==> src/rtl/nalfr_pkg.sv <==
`default_nettype none
package nalfr_pkg;

  localparam int unsigned QUEUE_DEPTH = 4;
  localparam int unsigned HEAD_BYTES  = 4;

  localparam logic [7:0] NAL_TYPE_MASK = 8'h1f;
  localparam logic [7:0] NAL_TYPE_SEI  = 8'd6;
  localparam logic [7:0] NAL_TYPE_SPS  = 8'd7;
  localparam logic [7:0] NAL_TYPE_PPS  = 8'd8;
  localparam logic [7:0] NAL_TYPE_LO   = 8'd14;
  localparam logic [7:0] NAL_TYPE_HI   = 8'd18;
  localparam logic [7:0] ESC_BYTE      = 8'h03;
  localparam logic [7:0] SC_ONE        = 8'h01;

  // Work request from the front to the back
  typedef enum logic [1:0] {
    CMD_RAW,      // emit data[0..count-1] as is
    CMD_PAYLOAD,  // one payload byte, with escape check
    CMD_FRAME     // start code, header, then escaped data[1..count-1]
  } cmd_kind_t;

  typedef struct packed {
    cmd_kind_t       kind;
    logic [3:0][7:0] data;
    logic [2:0]      count;
    logic            long_sc;
    logic            unit_end;
  } cmd_t;

  typedef enum logic [2:0] {
    BK_IDLE,
    BK_PREFIX,
    BK_HEAD,
    BK_BODY,
    BK_RAW
  } back_state_t;

  function automatic logic needs_long_sc(input logic [7:0] hdr, input logic frame_first);
    logic [7:0] t;
    t = hdr & NAL_TYPE_MASK;
    return frame_first || (t == NAL_TYPE_SEI) || (t == NAL_TYPE_SPS) ||
           (t == NAL_TYPE_PPS) || ((t >= NAL_TYPE_LO) && (t <= NAL_TYPE_HI));
  endfunction

endpackage
`default_nettype wire

==> src/rtl/nal_to_annexb_framer.sv <==
`default_nettype none
// Turns H.264 NAL unit bytes into an Annex B byte stream. The front end takes one
// input byte per cycle, holds each unit's first four bytes and decides between
// pass-through (unit already starts with 00 00 00 01) and framing with a 3- or
// 4-byte start code; it posts one request per byte that produces output into a
// QUEUE_DEPTH-entry queue. The back end emits one output byte per cycle while it has
// requests lined up and the receiver is ready, adding start codes and 03 escape bytes.
// When the back end has run idle it pops the next request in its idle state, which
// emits nothing. Bytes that produce nothing (first bytes of a unit, bytes outside a
// unit) post no request. The input stalls only while the queue is full.
module nal_to_annexb_framer #(
  parameter int unsigned QUEUE_DEPTH = nalfr_pkg::QUEUE_DEPTH
) (
  input  wire logic       clk,
  input  wire logic       rst,
  input  wire logic       s_tvalid,
  output logic            s_tready,
  input  wire logic [7:0] s_tdata,   // [7:0] nal_byte
  input  wire logic       s_tlast,   // unit_end
  input  wire logic [1:0] s_tuser,   // [0] unit_start, [1] frame_start
  output logic            m_tvalid,
  input  wire logic       m_tready,
  output logic [7:0]      m_tdata,   // [7:0] out_byte
  output logic            m_tlast,   // unit_done
  output logic [0:0]      m_tuser    // [0] run_last
);

  nalfr_pkg::cmd_t push_cmd, pop_cmd;
  logic            push, pop, q_full, q_empty;

  nalfr_front u_front (
    .clk         (clk),
    .rst         (rst),
    .in_valid    (s_tvalid),
    .in_ready    (s_tready),
    .nal_byte    (s_tdata),
    .unit_start  (s_tuser[0]),
    .unit_end    (s_tlast),
    .frame_start (s_tuser[1]),
    .q_full      (q_full),
    .push        (push),
    .cmd         (push_cmd)
  );

  nalfr_queue #(
    .DEPTH (QUEUE_DEPTH)
  ) u_queue (
    .clk     (clk),
    .rst     (rst),
    .push    (push),
    .wr_data (push_cmd),
    .full    (q_full),
    .pop     (pop),
    .empty   (q_empty),
    .rd_data (pop_cmd)
  );

  nalfr_back u_back (
    .clk       (clk),
    .rst       (rst),
    .q_empty   (q_empty),
    .q_data    (pop_cmd),
    .pop       (pop),
    .out_valid (m_tvalid),
    .out_ready (m_tready),
    .out_byte  (m_tdata),
    .run_last  (m_tuser[0]),
    .unit_done (m_tlast)
  );

endmodule
`default_nettype wire

==> src/rtl/nalfr_front.sv <==
`default_nettype none
module nalfr_front (
  input  wire logic             clk,
  input  wire logic             rst,
  input  wire logic             in_valid,
  output logic                  in_ready,
  input  wire logic [7:0]       nal_byte,
  input  wire logic             unit_start,
  input  wire logic             unit_end,
  input  wire logic             frame_start,
  input  wire logic             q_full,
  output logic                  push,
  output nalfr_pkg::cmd_t       cmd
);

  logic [3:0][7:0] head_buffer, head_buffer_next;
  logic [1:0]      head_count, head_count_next;
  logic            pass_through, pass_through_next;
  logic            in_payload, in_payload_next;
  logic            long_sc, long_sc_next;
  logic            accept;
  logic            is_start_code;

  assign in_ready = !q_full;
  assign accept   = in_valid && in_ready;

  always_comb begin
    head_buffer_next  = head_buffer;
    head_count_next   = head_count;
    pass_through_next = pass_through;
    in_payload_next   = in_payload;
    long_sc_next      = long_sc;
    push              = 1'b0;
    cmd.kind          = nalfr_pkg::CMD_RAW;
    cmd.data          = head_buffer;
    cmd.count         = 3'd1;
    cmd.long_sc       = long_sc;
    cmd.unit_end      = unit_end;
    is_start_code     = 1'b0;
    if (accept) begin
      priority if (unit_start) begin
        // a new unit drops whatever the open one still holds
        head_buffer_next[0] = nal_byte;
        head_count_next     = 2'd1;
        in_payload_next     = 1'b0;
        pass_through_next   = 1'b0;
        long_sc_next        = nalfr_pkg::needs_long_sc(nal_byte, frame_start);
        if (unit_end) begin
          push            = 1'b1;
          cmd.kind        = nalfr_pkg::CMD_FRAME;
          cmd.data        = head_buffer_next;
          cmd.long_sc     = long_sc_next;
          head_count_next = 2'd0;
        end
      end else if (in_payload) begin
        push        = 1'b1;
        cmd.kind    = pass_through ? nalfr_pkg::CMD_RAW : nalfr_pkg::CMD_PAYLOAD;
        cmd.data[0] = nal_byte;
        if (unit_end) begin
          in_payload_next   = 1'b0;
          pass_through_next = 1'b0;
        end
      end else if (head_count != 2'd0) begin
        head_buffer_next[head_count] = nal_byte;
        cmd.data = head_buffer_next;
        if (head_count == 2'd3) begin
          is_start_code = (head_buffer_next[0] == 8'h00) &&
                          (head_buffer_next[1] == 8'h00) &&
                          (head_buffer_next[2] == 8'h00) &&
                          (head_buffer_next[3] == nalfr_pkg::SC_ONE);
          push              = 1'b1;
          cmd.kind          = is_start_code ? nalfr_pkg::CMD_RAW : nalfr_pkg::CMD_FRAME;
          cmd.count         = 3'd4;
          head_count_next   = 2'd0;
          in_payload_next   = !unit_end;
          pass_through_next = is_start_code && !unit_end;
        end else if (unit_end) begin
          // short unit: flush what is held
          push            = 1'b1;
          cmd.kind        = nalfr_pkg::CMD_FRAME;
          cmd.count       = {1'b0, head_count} + 3'd1;
          head_count_next = 2'd0;
        end else begin
          head_count_next = head_count + 2'd1;
        end
      end else begin
        // no unit open: drop the byte
        push = 1'b0;
      end
    end
  end

  always_ff @(posedge clk) begin
    head_buffer <= head_buffer_next;
    if (rst) begin
      head_count   <= 2'd0;
      pass_through <= 1'b0;
      in_payload   <= 1'b0;
      long_sc      <= 1'b0;
    end else begin
      head_count   <= head_count_next;
      pass_through <= pass_through_next;
      in_payload   <= in_payload_next;
      long_sc      <= long_sc_next;
    end
  end

endmodule
`default_nettype wire

==> src/rtl/nalfr_queue.sv <==
`default_nettype none
module nalfr_queue #(
  parameter int unsigned DEPTH = nalfr_pkg::QUEUE_DEPTH
) (
  input  wire logic            clk,
  input  wire logic            rst,
  input  wire logic            push,
  input  wire nalfr_pkg::cmd_t wr_data,
  output logic                 full,
  input  wire logic            pop,
  output logic                 empty,
  output nalfr_pkg::cmd_t      rd_data
);

  localparam int unsigned PTR_W = (DEPTH > 1) ? $clog2(DEPTH) : 1;
  localparam int unsigned CNT_W = $clog2(DEPTH + 1);

  nalfr_pkg::cmd_t  entries [DEPTH];
  logic [PTR_W-1:0] wr_ptr, rd_ptr;
  logic [CNT_W-1:0] fill;

  assign full    = (fill == CNT_W'(DEPTH));
  assign empty   = (fill == '0);
  assign rd_data = entries[rd_ptr];

  always_ff @(posedge clk) begin
    if (push) entries[wr_ptr] <= wr_data;
  end

  always_ff @(posedge clk) begin
    if (rst) begin
      wr_ptr <= '0;
      rd_ptr <= '0;
      fill   <= '0;
    end else begin
      if (push) wr_ptr <= (wr_ptr == PTR_W'(DEPTH - 1)) ? '0 : wr_ptr + 1'b1;
      if (pop)  rd_ptr <= (rd_ptr == PTR_W'(DEPTH - 1)) ? '0 : rd_ptr + 1'b1;
      unique case ({push, pop})
        2'b10:   fill <= fill + 1'b1;
        2'b01:   fill <= fill - 1'b1;
        default: fill <= fill;
      endcase
    end
  end

endmodule
`default_nettype wire

==> src/rtl/nalfr_back.sv <==
`default_nettype none
module nalfr_back (
  input  wire logic            clk,
  input  wire logic            rst,
  input  wire logic            q_empty,
  input  wire nalfr_pkg::cmd_t q_data,
  output logic                 pop,
  output logic                 out_valid,
  input  wire logic            out_ready,
  output logic [7:0]           out_byte,
  output logic                 run_last,
  output logic                 unit_done
);

  nalfr_pkg::back_state_t state, state_next, start_state;
  nalfr_pkg::cmd_t        cur;
  logic [1:0] idx, idx_next;
  logic [1:0] pcnt, pcnt_next;
  logic       esc, esc_next;
  logic [1:0] zero_run, zero_run_next;
  logic       advance;
  logic       emit, e_last;
  logic [7:0] e_byte, cur_b;
  logic       last_idx, last_pay;

  assign advance  = !out_valid || out_ready;
  assign cur_b    = cur.data[idx];
  assign last_idx = ({1'b0, idx} == (cur.count - 3'd1));
  assign last_pay = cur.unit_end && last_idx;

  always_comb begin
    unique case (q_data.kind)
      nalfr_pkg::CMD_FRAME:   start_state = nalfr_pkg::BK_PREFIX;
      nalfr_pkg::CMD_PAYLOAD: start_state = nalfr_pkg::BK_BODY;
      nalfr_pkg::CMD_RAW:     start_state = nalfr_pkg::BK_RAW;
      default:                start_state = nalfr_pkg::BK_IDLE;
    endcase
  end

  // byte datapath
  always_comb begin
    emit          = 1'b0;
    e_last        = 1'b0;
    e_byte        = 8'h00;
    idx_next      = idx;
    pcnt_next     = pcnt;
    esc_next      = esc;
    zero_run_next = zero_run;
    unique case (state)
      nalfr_pkg::BK_PREFIX: begin
        emit      = 1'b1;
        e_byte    = (pcnt == 2'd3) ? nalfr_pkg::SC_ONE : 8'h00;
        pcnt_next = pcnt + 2'd1;
      end
      nalfr_pkg::BK_HEAD: begin
        emit          = 1'b1;
        e_byte        = cur.data[0];
        e_last        = (cur.count == 3'd1);
        zero_run_next = 2'd0;
        idx_next      = 2'd1;
        esc_next      = 1'b0;
      end
      nalfr_pkg::BK_BODY: begin
        emit = 1'b1;
        if ((zero_run == 2'd2) && (cur_b < nalfr_pkg::ESC_BYTE) && !last_pay && !esc) begin
          e_byte        = nalfr_pkg::ESC_BYTE;
          esc_next      = 1'b1;
          zero_run_next = 2'd0;
        end else begin
          e_byte = cur_b;
          e_last = last_idx;
          if (esc || (cur_b != 8'h00)) zero_run_next = 2'd0;
          else if (zero_run != 2'd2)   zero_run_next = zero_run + 2'd1;
          idx_next = idx + 2'd1;
          esc_next = 1'b0;
        end
      end
      nalfr_pkg::BK_RAW: begin
        emit     = 1'b1;
        e_byte   = cur_b;
        e_last   = last_idx;
        idx_next = idx + 2'd1;
      end
      default: emit = 1'b0;
    endcase
    pop = advance && !q_empty && ((state == nalfr_pkg::BK_IDLE) || e_last);
    if (pop) begin
      idx_next  = 2'd0;
      esc_next  = 1'b0;
      pcnt_next = q_data.long_sc ? 2'd0 : 2'd1;
    end
  end

  always_comb begin
    state_next = state;
    if (advance) begin
      unique case (state)
        nalfr_pkg::BK_IDLE:   state_next = pop ? start_state : nalfr_pkg::BK_IDLE;
        nalfr_pkg::BK_PREFIX: if (pcnt == 2'd3) state_next = nalfr_pkg::BK_HEAD;
        nalfr_pkg::BK_HEAD,
        nalfr_pkg::BK_BODY,
        nalfr_pkg::BK_RAW: begin
          if (e_last) state_next = pop ? start_state : nalfr_pkg::BK_IDLE;
          else if (state == nalfr_pkg::BK_HEAD) state_next = nalfr_pkg::BK_BODY;
        end
        default: state_next = nalfr_pkg::BK_IDLE;
      endcase
    end
  end

  always_ff @(posedge clk) begin
    if (advance) begin
      if (pop) cur <= q_data;
      idx      <= idx_next;
      pcnt     <= pcnt_next;
      esc      <= esc_next;
      out_byte <= e_byte;
      run_last <= e_last;
      unit_done <= e_last && cur.unit_end;
    end
    if (rst) begin
      state     <= nalfr_pkg::BK_IDLE;
      zero_run  <= 2'd0;
      out_valid <= 1'b0;
    end else begin
      state <= state_next;
      if (advance) begin
        zero_run  <= zero_run_next;
        out_valid <= emit;
      end
    end
  end

endmodule
`default_nettype wire

==> config.mk <==
export PLATFORM = sky130hd
export DESIGN_NAME = nal_to_annexb_framer
export DESIGN_NICKNAME = d
export VERILOG_FILES = /design/src/rtl/nalfr_pkg.sv /design/src/rtl/nal_to_annexb_framer.sv /design/src/rtl/nalfr_front.sv /design/src/rtl/nalfr_queue.sv /design/src/rtl/nalfr_back.sv
export SDC_FILE = /design/constraint.sdc
export NUM_CORES = 1
export LEC_CHECK = 0
export BUFFER_PORTS_ARGS = -buffer_cell sky130_fd_sc_hd__buf_2
export CORE_MARGIN = 5
export CORE_UTILIZATION = 31
export DETAILED_ROUTE_END_ITERATION = 6
export HOLD_SLACK_MARGIN = 0.03
export PLACE_DENSITY_LB_ADDON = 0.12
export SLEW_MARGIN = 0
export SYNTH_ARGS = -nofsm -noshare
export SYNTH_HDL_FRONTEND = slang
export SYNTH_SLANG_ARGS = --single-unit
==> constraint.sdc <==
create_clock -name clk -period 4.25 [get_ports clk]
set_input_delay 0.2125 -clock clk [delete_from_list [all_inputs] [get_ports clk]]
set_output_delay 0.2125 -clock clk [all_outputs]
set_load 0.01 [all_outputs]
==> results of run 1 <==
==> cells by family after synthesis <==
kind of cell,after synthesis,synth area share
xor gates and xnor gates,7,0.005540
AOI/OAI and AO/OA,74,0.04195
buffers and inverters,62,0.02318
DFF,259,0.6847
adders and majority gates,18,0.02103
and+or+nand+nor,127,0.05777
muxes,116,0.1659
==> layout make-up <==
type / instances / area [sq um] / area share
flip-flops and latches: 259 / 7580 / 0.6028
multi-input cells: 342 / 3238 / 0.2575
clock buffers: 35 / 748.2 / 0.05950
well taps: 461 / 576.8 / 0.04587
repair buffers: 38 / 222.7 / 0.01771
inverters: 34 / 130.1 / 0.01035
clock inverters: 16 / 78.83 / 0.006269
==> state kept, by name, indices dropped and copies added (netlist names), 2 cells and up, named ones only <==
signal,count
u_back.out_byte,8
u_front.head_count,2
u_back.state,3
u_back.pcnt,2
u_queue.fill,3
u_queue.entries,156
u_back.zero_run,2
u_back.cur,36
u_queue.wr_ptr,2
u_front.head_buffer,32
u_queue.rd_ptr,2
u_back.idx,2
==> synth_stat cells, types with 2 or more instances <==
cell type	instances	area [sq um]
mux4_2	41	923.4
a21oi_1	18	90.09
a31oi_1	4	25.02
nand4_1	2	12.51
ha_1	17	212.7
o32ai_1	3	26.28
nor4_1	9	56.30
xor2_1	4	35.03
buf_2	4	20.02
mux4_1	6	157.7
dfxtp_1	20	400.4
a32o_1	2	20.02
a211oi_1	3	22.52
buf_6	2	22.52
buf_1	7	26.28
nand2_1	43	161.4
edfxtp_1	239	7177
xnor2_1	3	26.28
nor3_1	11	55.05
nor4b_1	2	17.52
nand2b_1	2	12.51
inv_1	32	120.1
nor2b_1	3	18.77
and2_1	8	50.05
o21ai_0	29	145.1
or3_1	7	43.79
mux2i_1	18	180.2
nor2_1	24	90.09
clkbuf_1	14	52.55
nand3_1	6	30.03
mux2_2	51	574.3
==> through the flow <==
stage,setup WS (ns),cells
6_report,0.9236,1185
5_1_grt,0.7408,1185
4_1_cts,0.9162,1185
3_5_place_dp,0.9479,1133
3_3_place_gp,1.068,1133
2_1_floorplan,1.156,663
==> power groups by stage <==
stage	Clock [mW]	Combinational [mW]	Sequential, mW
floorplan	0	1.13	3.37
global placement	0	1.34	3.50
detailed placement	0	1.38	3.50
CTS	2.28	1.38	3.45
global route	2.38	1.49	3.48
finish	2.20	1.35	3.44
==> worst max path at each step <==
stage                                startpoint                            to  slack (ns)  cells after the start
global route            u_back.cur[2]$_DFFE_PP_  u_queue.fill[2]$_SDFFE_PP0P_        0.74                     13
finish                  u_back.cur[2]$_DFFE_PP_  u_queue.fill[2]$_SDFFE_PP0P_        0.92                     13
floorplan               u_back.cur[2]$_DFFE_PP_  u_queue.fill[2]$_SDFFE_PP0P_        1.16                     14
global placement    u_back.idx[0]$_SDFFCE_PN0P_  u_queue.fill[2]$_SDFFE_PP0P_        1.07                     11
CTS                 u_back.idx[0]$_SDFFCE_PN0P_  u_queue.fill[2]$_SDFFE_PP0P_        0.92                     11
detailed placement  u_back.idx[0]$_SDFFCE_PN0P_  u_queue.fill[2]$_SDFFE_PP0P_        0.95                     11
==> per-layer routing <==
metal  track usage  vias to the layer above  part of all wire
met4       0.02862                        0             0.015
met2        0.2132                      111              0.48
met1        0.1697                     2963              0.45
met5             0                        -                 0
met3       0.02134                       33             0.048
li1              -                     2690                 -
==> critical path: cells and delay by family (launching register included) <==
family	cells	cell delay, ns
adders and majority gates	3	0.86
AOI/OAI and AO/OA	3	0.86
and+or+nand+nor	2	0.61
DFF	1	0.40
xor gates and xnor gates	2	0.34
buffers and inverters	3	0.19
==> timing repair <==
| item | CTS | global route |
|---|---|---|
| buffers inserted | 0 | 0 |
| hold endpoints to repair | 1 | 0 |
| hold buffers | 1 | 0 |
==> results.md, run 1 <==
| Quantity | Reported | Unit |
| --- | --- | --- |
| Die area | 0.03958 | sq mm |
| Unrepaired setup endpoints after global routing | no | - |
| Post-detailed-placement half-perimeter wirelength | 16500 | um |
| Number of clock sinks seen by CTS | 259 | - |
| CP startpoint kind | flop | - |
| Count of boundary I/O pins | 27 | - |
| Detailed Route Iter0 Violations | 466 | - |
| Worst Path Arrival | 3.78 | ns |
| Part of the total power dissipated in the clock network | 0.314 | - |
| Net Sw Frac | 0.2789 | - |
| Final routed wire length divided by cell count | 20.83 | um |
| GRT Resource Usage Total | 0.1255 | - |
| Final cell area excluding filler cells | 0.01257 | sq mm |
| Power Internal | 5.039 | mW |
| CTS buffer count | 29 | - |
| CP endpoint kind | flop | - |
| Setup Viol. Count Final | 0 | - |
| Share of flip-flops with an asynchronous set or reset after synthesis | 0 | - |
| Cell-by-cell trace of the critical path | inv_1, ha_1, xnor2_1, o41ai_2, and4bb_4, o31a_1, inv_1, ha_1, inv_1, fa_1, xor2_1, or3_1, a21oi_1 | - |
| Pre-antenna DRT Iters | 4 | - |
| Clock slew at the register clock pins of the worst setup and hold paths | 0.06 | ns |
| CTS tree | done | - |
| Maximum clock rate | 300.6 | MHz |
| Post-route DRC | 0 | - |
| Hold path cells | 1 | - |
| Leading cell types in the layout, fill and taps excluded | 239 x edfxtp_1, 51 x mux2_2, 43 x nand2_1, 41 x mux4_2, 32 x inv_1 | - |
| CORE AREA | 0.03540 | sq mm |
| Number of maximum-capacitance violations | 0 | - |
| Kind of critical path | flop to flop | - |
| Die height | 198.9 | um |
| Worst min-delay path startpoint | s_tlast | - |
| Status | complete, no violations | - |
| Aggregate negative setup slack | 0 | ns |
| Worst-case vdd ir drop | 0.0002661 | V |
| Maximum buffer depth of the clock tree | 3 | - |
| Number of max-slew violations in the final report | 0 | - |
| Sequential fraction of design power | 0.492 | - |
| Biggest cell delay along the critical path | 0.40 | ns |
| Count of different cell masters after synthesis | 60 | - |
| Largest fanout on the critical path | 6 | - |
| Number of cells on the worst reg-to-reg path | 13 | - |
| FF-to-FF End | u_queue.fill[2]$_SDFFE_PP0P_ | - |
| Routability cong. | 0.7499 | - |
| Count of endpoints failing hold in the final timing report | 0 | - |
| Number of antenna cells inserted | 0 | - |
| Final cycle utilization of the critical path | 0.7827 | - |
| Number of nets with antenna violations after routing | 0 | - |
| Hold Crit Endpoint | u_queue.entries[1][0]$_DFFE_PP_ | - |
| Share of power burned in combinational logic | 0.194 | - |
| Syn Area/Cell | 16.69 | sq um |
| Number of I/O port buffers | 26 | - |
| First-pass GRT wire length | 37850 | um |
| Count of fill cells added during filler insertion | 3352 | - |
| Clk_skew | 0.01427 | ns |
| Via count | 5797 | - |
| Total number of nets in the final design | 737 | - |
| Leading cell type in the layout, fill and taps excluded | edfxtp_1 | - |
| Most frequent CP cell | inv_1 | - |
| Post-route total power | 6.988 | mW |
| Net count after synthesis | 696 | - |
| Clock insertion delay at the later pin of the skew report | 0.53 | ns |
| Reg-to-Reg Start | u_back.cur[2]$_DFFE_PP_ | - |
| Post-synthesis cell count | 663 | - |
| Root Buffer | clkbuf_16 | - |
| Initial standard-cell utilization of the core | 0.3127 | - |
| Core Rows | 69 | - |
| Power Density | 555.7 | mW/mm^2 |
| Total net switching power | 1.949 | mW |
| Required time of the worst setup path | 4.70 | ns |
| Slew HR | 0.2604 | - |
| Time the worst path needs with I/O delays and setup | 3.326 | ns |
| Finished Core Util | 0.3552 | - |
| Post-synthesis sequential area ratio | 0.6847 | - |
| Register bit count reported by yosys | 259 | - |
| Number of global-route vias before repair | 6179 | - |
| Number of antenna violations at the first check in global routing | 0 | - |
| Number of enable flip-flop cells after synthesis | 239 | - |
| Post-cts repair resize count | 0 | - |
| Layout cells sized above 1 | 0.2514 | - |
| Maximum number of pins on one net before global-route repair | 43 | - |
| Relative area change from synthesis to final layout | 13.62 | % |
| Deepest level of the CTS H-tree | 1 | - |
| Static Leakage | 4.095 | nW |
| Average via count per standard cell | 4.892 | - |
| Number of warnings reported in the yosys synthesis log | 0 | - |
| Detailed Route WL | 24690 | um |
| Hold WS | 0.06242 | ns |
| Setup slack, reg-to-reg | 0.92 | ns |
| Combined area of all synthesized cells | 0.01107 | sq mm |
| Congestion Overflow GR | 0 | - |
| Post-place instance area | 0.01174 | sq mm |
| Width of the chip | 198.9 | um |
| Top FF cell, synth | edfxtp_1 | - |
| Type of the most critical hold path | input port to flop | - |
| Transition at the pin with the smallest max-transition slack | 1.101 | ns |
| Critical path's slowest cell | edfxtp_1 | - |
Power figures use the tool's default switching activity.
==> run 2: changes to the inputs <==
--- a/config.mk
+++ b/config.mk
@@ -5,6 +5,7 @@
 export SDC_FILE = /design/constraint.sdc
 export NUM_CORES = 1
 export LEC_CHECK = 0
+export ABC_AREA = 1
 export BUFFER_PORTS_ARGS = -buffer_cell sky130_fd_sc_hd__buf_2
 export CORE_MARGIN = 5
 export CORE_UTILIZATION = 31
==> constraint.sdc (replaced) <==
create_clock -name clk -period 3.4 [get_ports clk]
set_input_delay 0.17 -clock clk [delete_from_list [all_inputs] [get_ports clk]]
set_output_delay 0.17 -clock clk [all_outputs]
set_load 0.01 [all_outputs]
==> run 2 against run 1 <==
Sequential share of layout area shrank 1.5 points. Synthesized cell count up 49%. Via count rose by 21%. Fmax up 16%. Die area down 0.36%. Clock-buffer cell count grew 5. Setup slack worse by 0.40 ns. Cell area rose by 2.5%. Critical path depth increased by 6. Core utilization increased by 0.98 points. Highest routed layer unchanged.
==> results.md, run 2 <==
| Quantity | Reported | Unit |
| --- | --- | --- |
| Final cycle utilization of the critical path | 0.8465 | - |
| Top FF cell, synth | edfxtp_1 | - |
| Time the worst path needs with I/O delays and setup | 2.878 | ns |
| Routability cong. | 0.7913 | - |
| Count of fill cells added during filler insertion | 3490 | - |
| Combined area of all synthesized cells | 0.01103 | sq mm |
| Detailed Route Iter0 Violations | 365 | - |
| Final routed wire length divided by cell count | 17.43 | um |
| Static Leakage | 4.593 | nW |
| CTS buffer count | 30 | - |
| Setup Viol. Count Final | 0 | - |
| Kind of critical path | flop to flop | - |
| Required time of the worst setup path | 3.82 | ns |
| Post-detailed-placement half-perimeter wirelength | 17160 | um |
| Syn Area/Cell | 11.19 | sq um |
| Maximum clock rate | 347.5 | MHz |
| Critical path's slowest cell | edfxtp_1 | - |
| GRT Resource Usage Total | 0.1327 | - |
| Via count | 7025 | - |
| Leading cell type in the layout, fill and taps excluded | edfxtp_1 | - |
| Layout cells sized above 1 | 0.1040 | - |
| Post-synthesis cell count | 985 | - |
| Net count after synthesis | 1018 | - |
| Detailed Route WL | 26300 | um |
| Count of boundary I/O pins | 27 | - |
| Maximum buffer depth of the clock tree | 3 | - |
| Initial standard-cell utilization of the core | 0.3122 | - |
| Clock insertion delay at the later pin of the skew report | 0.56 | ns |
| Count of different cell masters after synthesis | 44 | - |
| Largest registers in the final layout | u_queue.entries (156), u_back.cur (36), u_front.head_buffer (32) | - |
| Number of cells on the worst reg-to-reg path | 19 | - |
| Final cell area excluding filler cells | 0.01289 | sq mm |
| Number of nets with antenna violations after routing | 0 | - |
| Total number of nets in the final design | 1057 | - |
| Number of antenna cells inserted | 0 | - |
| Hold WS | 0.1062 | ns |
| Commonest cells in the synthesized netlist | 239 x edfxtp_1, 162 x nand2_1, 162 x o21ai_0 | - |
| Share of flip-flops with an asynchronous set or reset after synthesis | 0 | - |
| Root Buffer | clkbuf_16 | - |
| Number of I/O port buffers | 26 | - |
| Width of the chip | 198.6 | um |
| Leading area contributor after synthesis | edfxtp_1 | - |
| Aggregate negative setup slack | 0 | ns |
| Deepest level of the CTS H-tree | 1 | - |
| Post-route total power | 10.13 | mW |
| First-pass GRT wire length | 40680 | um |
| Largest fanout on the critical path | 12 | - |
| Type of the most critical hold path | input port to flop | - |
| Most frequent CP cell | nand2_2 | - |
| CP startpoint kind | flop | - |
| Slew HR | 0.4087 | - |
| CTS tree | done | - |
| Clk_skew | 0.02377 | ns |
| Max reg flops | 156 | - |
| Core Rows | 69 | - |
| Post-route non-filler standard cell count | 1509 | - |
| Pre-antenna DRT Iters | 4 | - |
| Biggest cell delay along the critical path | 0.62 | ns |
| Worst Path Arrival | 3.30 | ns |
| Clock slew at the register clock pins of the worst setup and hold paths | 0.06 | ns |
| Count of endpoints failing hold in the final timing report | 0 | - |
| Unrepaired setup endpoints after global routing | no | - |
| Die area | 0.03944 | sq mm |
| Post-route DRC | 0 | - |
| Most area-consuming cells after synthesis | edfxtp_1 65%, o21ai_0 7.4%, nand2_1 5.5% | - |
| Largest register by flop count | u_queue.entries | - |
| Transition at the pin with the smallest max-transition slack | 0.8776 | ns |
| Status | complete, no violations | - |
| Post-place instance area | 0.01176 | sq mm |
| Number of antenna violations at the first check in global routing | 1 | - |
| Congestion Overflow GR | 0 | - |
| Power Density | 785.7 | mW/mm^2 |
| Placed insts | 1442 | - |
| Number of warnings reported in the yosys synthesis log | 0 | - |
| Area share of the largest cell type after synthesis | 0.6509 | - |
| Number of global-route vias before repair | 6758 | - |
| Hold path cells | 2 | - |
| Maximum number of pins on one net before global-route repair | 74 | - |
| Number of clock sinks seen by CTS | 259 | - |
| Post-CTS setup buffer count | 0 | - |
| Register bit count reported by yosys | 259 | - |
| Leading cell types in the layout, fill and taps excluded | 239 x edfxtp_1, 162 x nand2_1, 162 x o21ai_0, 111 x nor2_1, 85 x inv_1 | - |
| Die height | 198.6 | um |
| Number of maximum-capacitance violations | 0 | - |
| Number of max-slew violations in the final report | 0 | - |
| Post-synthesis sequential area ratio | 0.6872 | - |
| Worst-case vdd ir drop | 0.0004572 | V |
| Relative area change from synthesis to final layout | 16.91 | % |
| CORE AREA | 0.03531 | sq mm |
| CP endpoint kind | flop | - |
| Most instantiated library cell after synthesis | edfxtp_1 | - |
| Average via count per standard cell | 4.655 | - |
| Cell-by-cell trace of the critical path | inv_2, nand3_1, nand2_1, nor2_1, nor2_1, nand3_2, nand2_2, nand2_2, nand2_2, nand3_2, nand2_4, inv_1, ha_1, inv_1, fa_1, a21oi_1, o21ai_0, o21ai_0, a21oi_1 | - |
| Number of enable flip-flop cells after synthesis | 239 | - |
[run 2: through the flow]
stage               setup slack [ns]    util
global placement              0.5448  0.3331
CTS                           0.5042  0.3650
detailed placement            0.5124  0.3331
global route                  0.2327  0.3650
finish                        0.5219  0.3650
floorplan                    0.06091       -
[run 2: metal layers]
metal | share of wire | track usage
met5 | 0 | 0
met4 | 0.018 | 0.02685
met3 | 0.037 | 0.01914
met2 | 0.43 | 0.2055
met1 | 0.51 | 0.2002
[run 2: layout make-up]
class / count / area (sq um) / share of cell area
Sequential cell: 259 / 7579 / 0.5879
Tap cell: 461 / 576.8 / 0.04475
Inverter: 89 / 336.6 / 0.02611
Clock buffer: 40 / 818.3 / 0.06348
Multi-Input combinational cell: 592 / 2965 / 0.2301
Timing Repair Buffer: 52 / 415.4 / 0.03223
Clock inverter: 16 / 198.9 / 0.01543
[run 2: path summary, 6_finish.rpt]
check                                                       start                                 to  slack [ns]
worst max-delay path                  u_back.idx[1]$_SDFFCE_PP0P_       u_queue.fill[2]$_SDFFE_PP0P_        0.52
worst min register to register  u_front.pass_through$_SDFFE_PP0P_  u_front.pass_through$_SDFFE_PP0P_        0.47
worst min-delay path                                   s_tuser[0]   u_front.head_buffer[5]$_DFFE_PP_        0.11
worst max register to register        u_back.idx[1]$_SDFFCE_PP0P_       u_queue.fill[2]$_SDFFE_PP0P_        0.52
[run 2: what timing repair did]
| item | CTS | global route |
|---|---|---|
| setup endpoints to repair | 0 | 0 |
| resized for setup | 0 | 0 |
| endpoints found under the hold margin | 21 | 0 |
| hold buffers | 11 | 0 |
[run 2: report_power, final]
group          switching (mW)  internal (mW)
Sequential              0.254           4.26
Clock                    1.28           1.99
Combinational            1.66          0.681
[run 2: logic make-up (layout without fill, tap and decap cells)]
logic type / Yosys count / count (layout) / synth area share
DFF: 259 / 259 / 0.6872
buffers and inverters: 134 / 197 / 0.04721
AOI/OAI and AO/OA: 240 / 240 / 0.1192
adders and majority gates: 18 / 18 / 0.02111
xor gates and xnor gates: 1 / 1 / 0.0007945
and+or+nand+nor: 332 / 332 / 0.1236
muxes: 1 / 1 / 0.0009079
[run 2: worst max-delay path: cells and delay by family (launching register included)]
kind	cells	cell delay, ns
AO/OA/AOI/OAI	4	0.46
buffers and inverters	3	0.31
AND/OR/NAND/NOR	10	0.88
flip-flops	1	0.62
adder cells (fa/ha/maj)	2	0.51
==> run 3: changes to the inputs <==
==> constraint.sdc (replaced) <==
create_clock -name clk -period 2.56 [get_ports clk]
set_input_delay 0.128 -clock clk [delete_from_list [all_inputs] [get_ports clk]]
set_output_delay 0.128 -clock clk [all_outputs]
set_load 0.01 [all_outputs]
==> run 3 against run 2 <==
The run now ends with negative setup slack left. Core utilization grew 2.1 points. Combinational power up 71%. Largest power group unchanged. Die area stayed put.
==> results.md, run 3 (synthesis gave the netlist of run 2 again) <==
| Quantity | Reported | Unit |
| --- | --- | --- |
| Hold WS | 0.06554 | ns |
| Type of the most critical hold path | input port to flop | - |
| Average via count per standard cell | 4.624 | - |
| Static Leakage | 4.984 | nW |
| Number of max-slew violations in the final report | 0 | - |
| Initial standard-cell utilization of the core | 0.3122 | - |
| Detailed Route Iter0 Violations | 416 | - |
| Deepest level of the CTS H-tree | 1 | - |
| Width of the chip | 198.6 | um |
| Slew HR | 0.4897 | - |
| Leading cell types in the layout, fill and taps excluded | 239 x edfxtp_1, 158 x o21ai_0, 147 x nand2_1, 108 x nor2_1, 83 x inv_1 | - |
| Status | finished, violations left | - |
| Number of cells on the worst reg-to-reg path | 21 | - |
| Via count | 7296 | - |
| Post-route non-filler standard cell count | 1578 | - |
| Worst-case setup margin in the final layout | -0.09332 | ns |
| Number of clock sinks seen by CTS | 259 | - |
| Max reg flops | 156 | - |
| Congestion Overflow GR | 0 | - |
| Worst min-delay path startpoint | s_tvalid | - |
| Leading cell type in the layout, fill and taps excluded | edfxtp_1 | - |
| Setup slack, reg-to-reg | -0.09 | ns |
| Largest registers in the final layout | u_queue.entries (156), u_back.cur (36), u_front.head_buffer (32) | - |
| Worst Path Arrival | 3.09 | ns |
| Final cell area excluding filler cells | 0.01363 | sq mm |
| Pre-antenna DRT Iters | 4 | - |
| Power Density | 1036 | mW/mm^2 |
| GRT Resource Usage Total | 0.1340 | - |
| First-pass GRT wire length | 40850 | um |
| Clock insertion delay at the later pin of the skew report | 0.55 | ns |
| Root Buffer | clkbuf_16 | - |
| Clock slew at the register clock pins of the worst setup and hold paths | 0.06 | ns |
| Detailed Route WL | 26700 | um |
| Die height | 198.6 | um |
| FF-to-FF End | u_queue.fill[2]$_SDFFE_PP0P_ | - |
| Largest fanout on the critical path | 8 | - |
| Placed insts | 1498 | - |
| Die area | 0.03944 | sq mm |
| Worst-case vdd ir drop | 0.0005450 | V |
| Number of global-route vias before repair | 6844 | - |
| Number of maximum-capacitance violations | 0 | - |
| Worst setup path startpoint | u_back.idx[0]$_SDFFCE_PN0P_ | - |
| Post-route DRC | 0 | - |
| Core Rows | 69 | - |
| Number of nets with antenna violations after routing | 0 | - |
| Count of boundary I/O pins | 27 | - |
| CORE AREA | 0.03531 | sq mm |
| Final routed wire length divided by cell count | 16.92 | um |
| Final cycle utilization of the critical path | 1.036 | - |
| Routability cong. | 0.7854 | - |
| CTS tree | done | - |
| Setup Viol. Count Final | 2 | - |
| Post-detailed-placement half-perimeter wirelength | 17430 | um |
| Number of antenna cells inserted | 0 | - |
| Kind of critical path | flop to flop | - |
| Finished Core Util | 0.3860 | - |
| Maximum number of pins on one net before global-route repair | 74 | - |
| Time the worst path needs with I/O delays and setup | 2.653 | ns |
| Maximum buffer depth of the clock tree | 3 | - |
| Clk_skew | 0.01421 | ns |
| Reg-to-Reg Start | u_back.idx[0]$_SDFFCE_PN0P_ | - |
| Required time of the worst setup path | 2.99 | ns |
| Number of I/O port buffers | 26 | - |
| CP endpoint kind | flop | - |
| Total number of nets in the final design | 1127 | - |
| Violated checks | negative setup slack | - |
| Post-place instance area | 0.01224 | sq mm |
| Layout cells sized above 1 | 0.1907 | - |
| Maximum clock rate | 376.9 | MHz |
| CP startpoint kind | flop | - |
| Count of endpoints failing hold in the final timing report | 0 | - |
| Transition at the pin with the smallest max-transition slack | 0.7575 | ns |
| Number of antenna violations at the first check in global routing | 0 | - |
| Largest register by flop count | u_queue.entries | - |
| Unrepaired setup endpoints after global routing | yes | - |
| CTS buffer count | 30 | - |
| Capture point of the critical path | u_queue.fill[2]$_SDFFE_PP0P_ | - |
| Relative area change from synthesis to final layout | 23.63 | % |
run 3: cell count changes in the layout (fill, tap and decap cells not counted), moves of 6 or more:
cell,delta
clkinv_2,+6
nand3_1,-6
nand2_2,+14
buf_4,+57
nand2_1,-15
run 3: layout make-up:
cell class	instances	area, sq um
clock buffers	36	773.2
clock inverters	19	183.9
fillers	3431	21680
inverters	89	341.6
multi-input cells	592	3114
flip-flops and latches	259	7579
well taps	461	576.8
repair buffers	122	1062
run 3: critical path: stages (launching register included):
cell and delay [ns]:
edfxtp_1 0.51, clkinv_4 0.10, buf_4 0.16, nand2_1 0.08, nand3_2 0.09, nand2_2 0.07
nor2_2 0.13, nor2_2 0.05, nand3_2 0.08, nand2_2 0.06, nand2_2 0.08, nand2_4 0.06
nand3_4 0.07, nand2_4 0.05, inv_2 0.07, ha_4 0.12, inv_2 0.04, fa_2 0.35
a21oi_2 0.14, o21ai_2 0.07, o21ai_1 0.13, a21oi_1 0.05
run 3: worst min path at each step:
stage,slack [ns],cells after the start,endpoint
CTS,0.04,5,u_front.in_payload$_SDFFE_PP0P_
floorplan,0.23,0,u_queue.entries[0][0]$_DFFE_PP_
detailed placement,0.46,2,u_front.pass_through$_SDFFE_PP0P_
global placement,0.46,2,u_front.pass_through$_SDFFE_PP0P_
finish,0.07,5,u_front.in_payload$_SDFFE_PP0P_
global route,0.07,5,u_front.in_payload$_SDFFE_PP0P_
run 3: timing repair:
item                                   CTS  global route
setup endpoints to repair                2             7
hold buffers                            13             0
pin swaps                                4            12
endpoints found under the hold margin   22             0
setup buffers                            1             9
cloned                                   0             2
gates resized for setup                  2            48
run 3: power by group:
part / leakage, nW / switching, mW / internal (mW) / total [mW]
clock network: 0.466 / 1.67 / 2.45 / 4.12
logic: 2.14 / 2.49 / 1.51 / 3.99
registers: 2.38 / 0.358 / 5.66 / 6.02
total: 4.98 / 4.51 / 9.61 / 14.1
run 3: layer usage:
layer | GRT usage | up-vias | routed length [um]
li1 | - | 3692 | -
met1 | 0.2055 | 3475 | 13470
met2 | 0.2026 | 95 | 11840
met3 | 0.02134 | 34 | 896
met4 | 0.02609 | 0 | 489
met5 | 0 | - | 0
run 3: stage by stage:
step	power, mW	setup TNS, ns	setup WS (ns)
final	14.13	-0.1715	-0.09332
after global routing	15.03	-1.245	-0.2621
after CTS	13.85	-0.02094	-0.01375
after detailed placement	9.610	-0.04723	-0.02622
after global placement	9.598	0	0.01787
after floorplan	8.101	-26.04	-0.1669
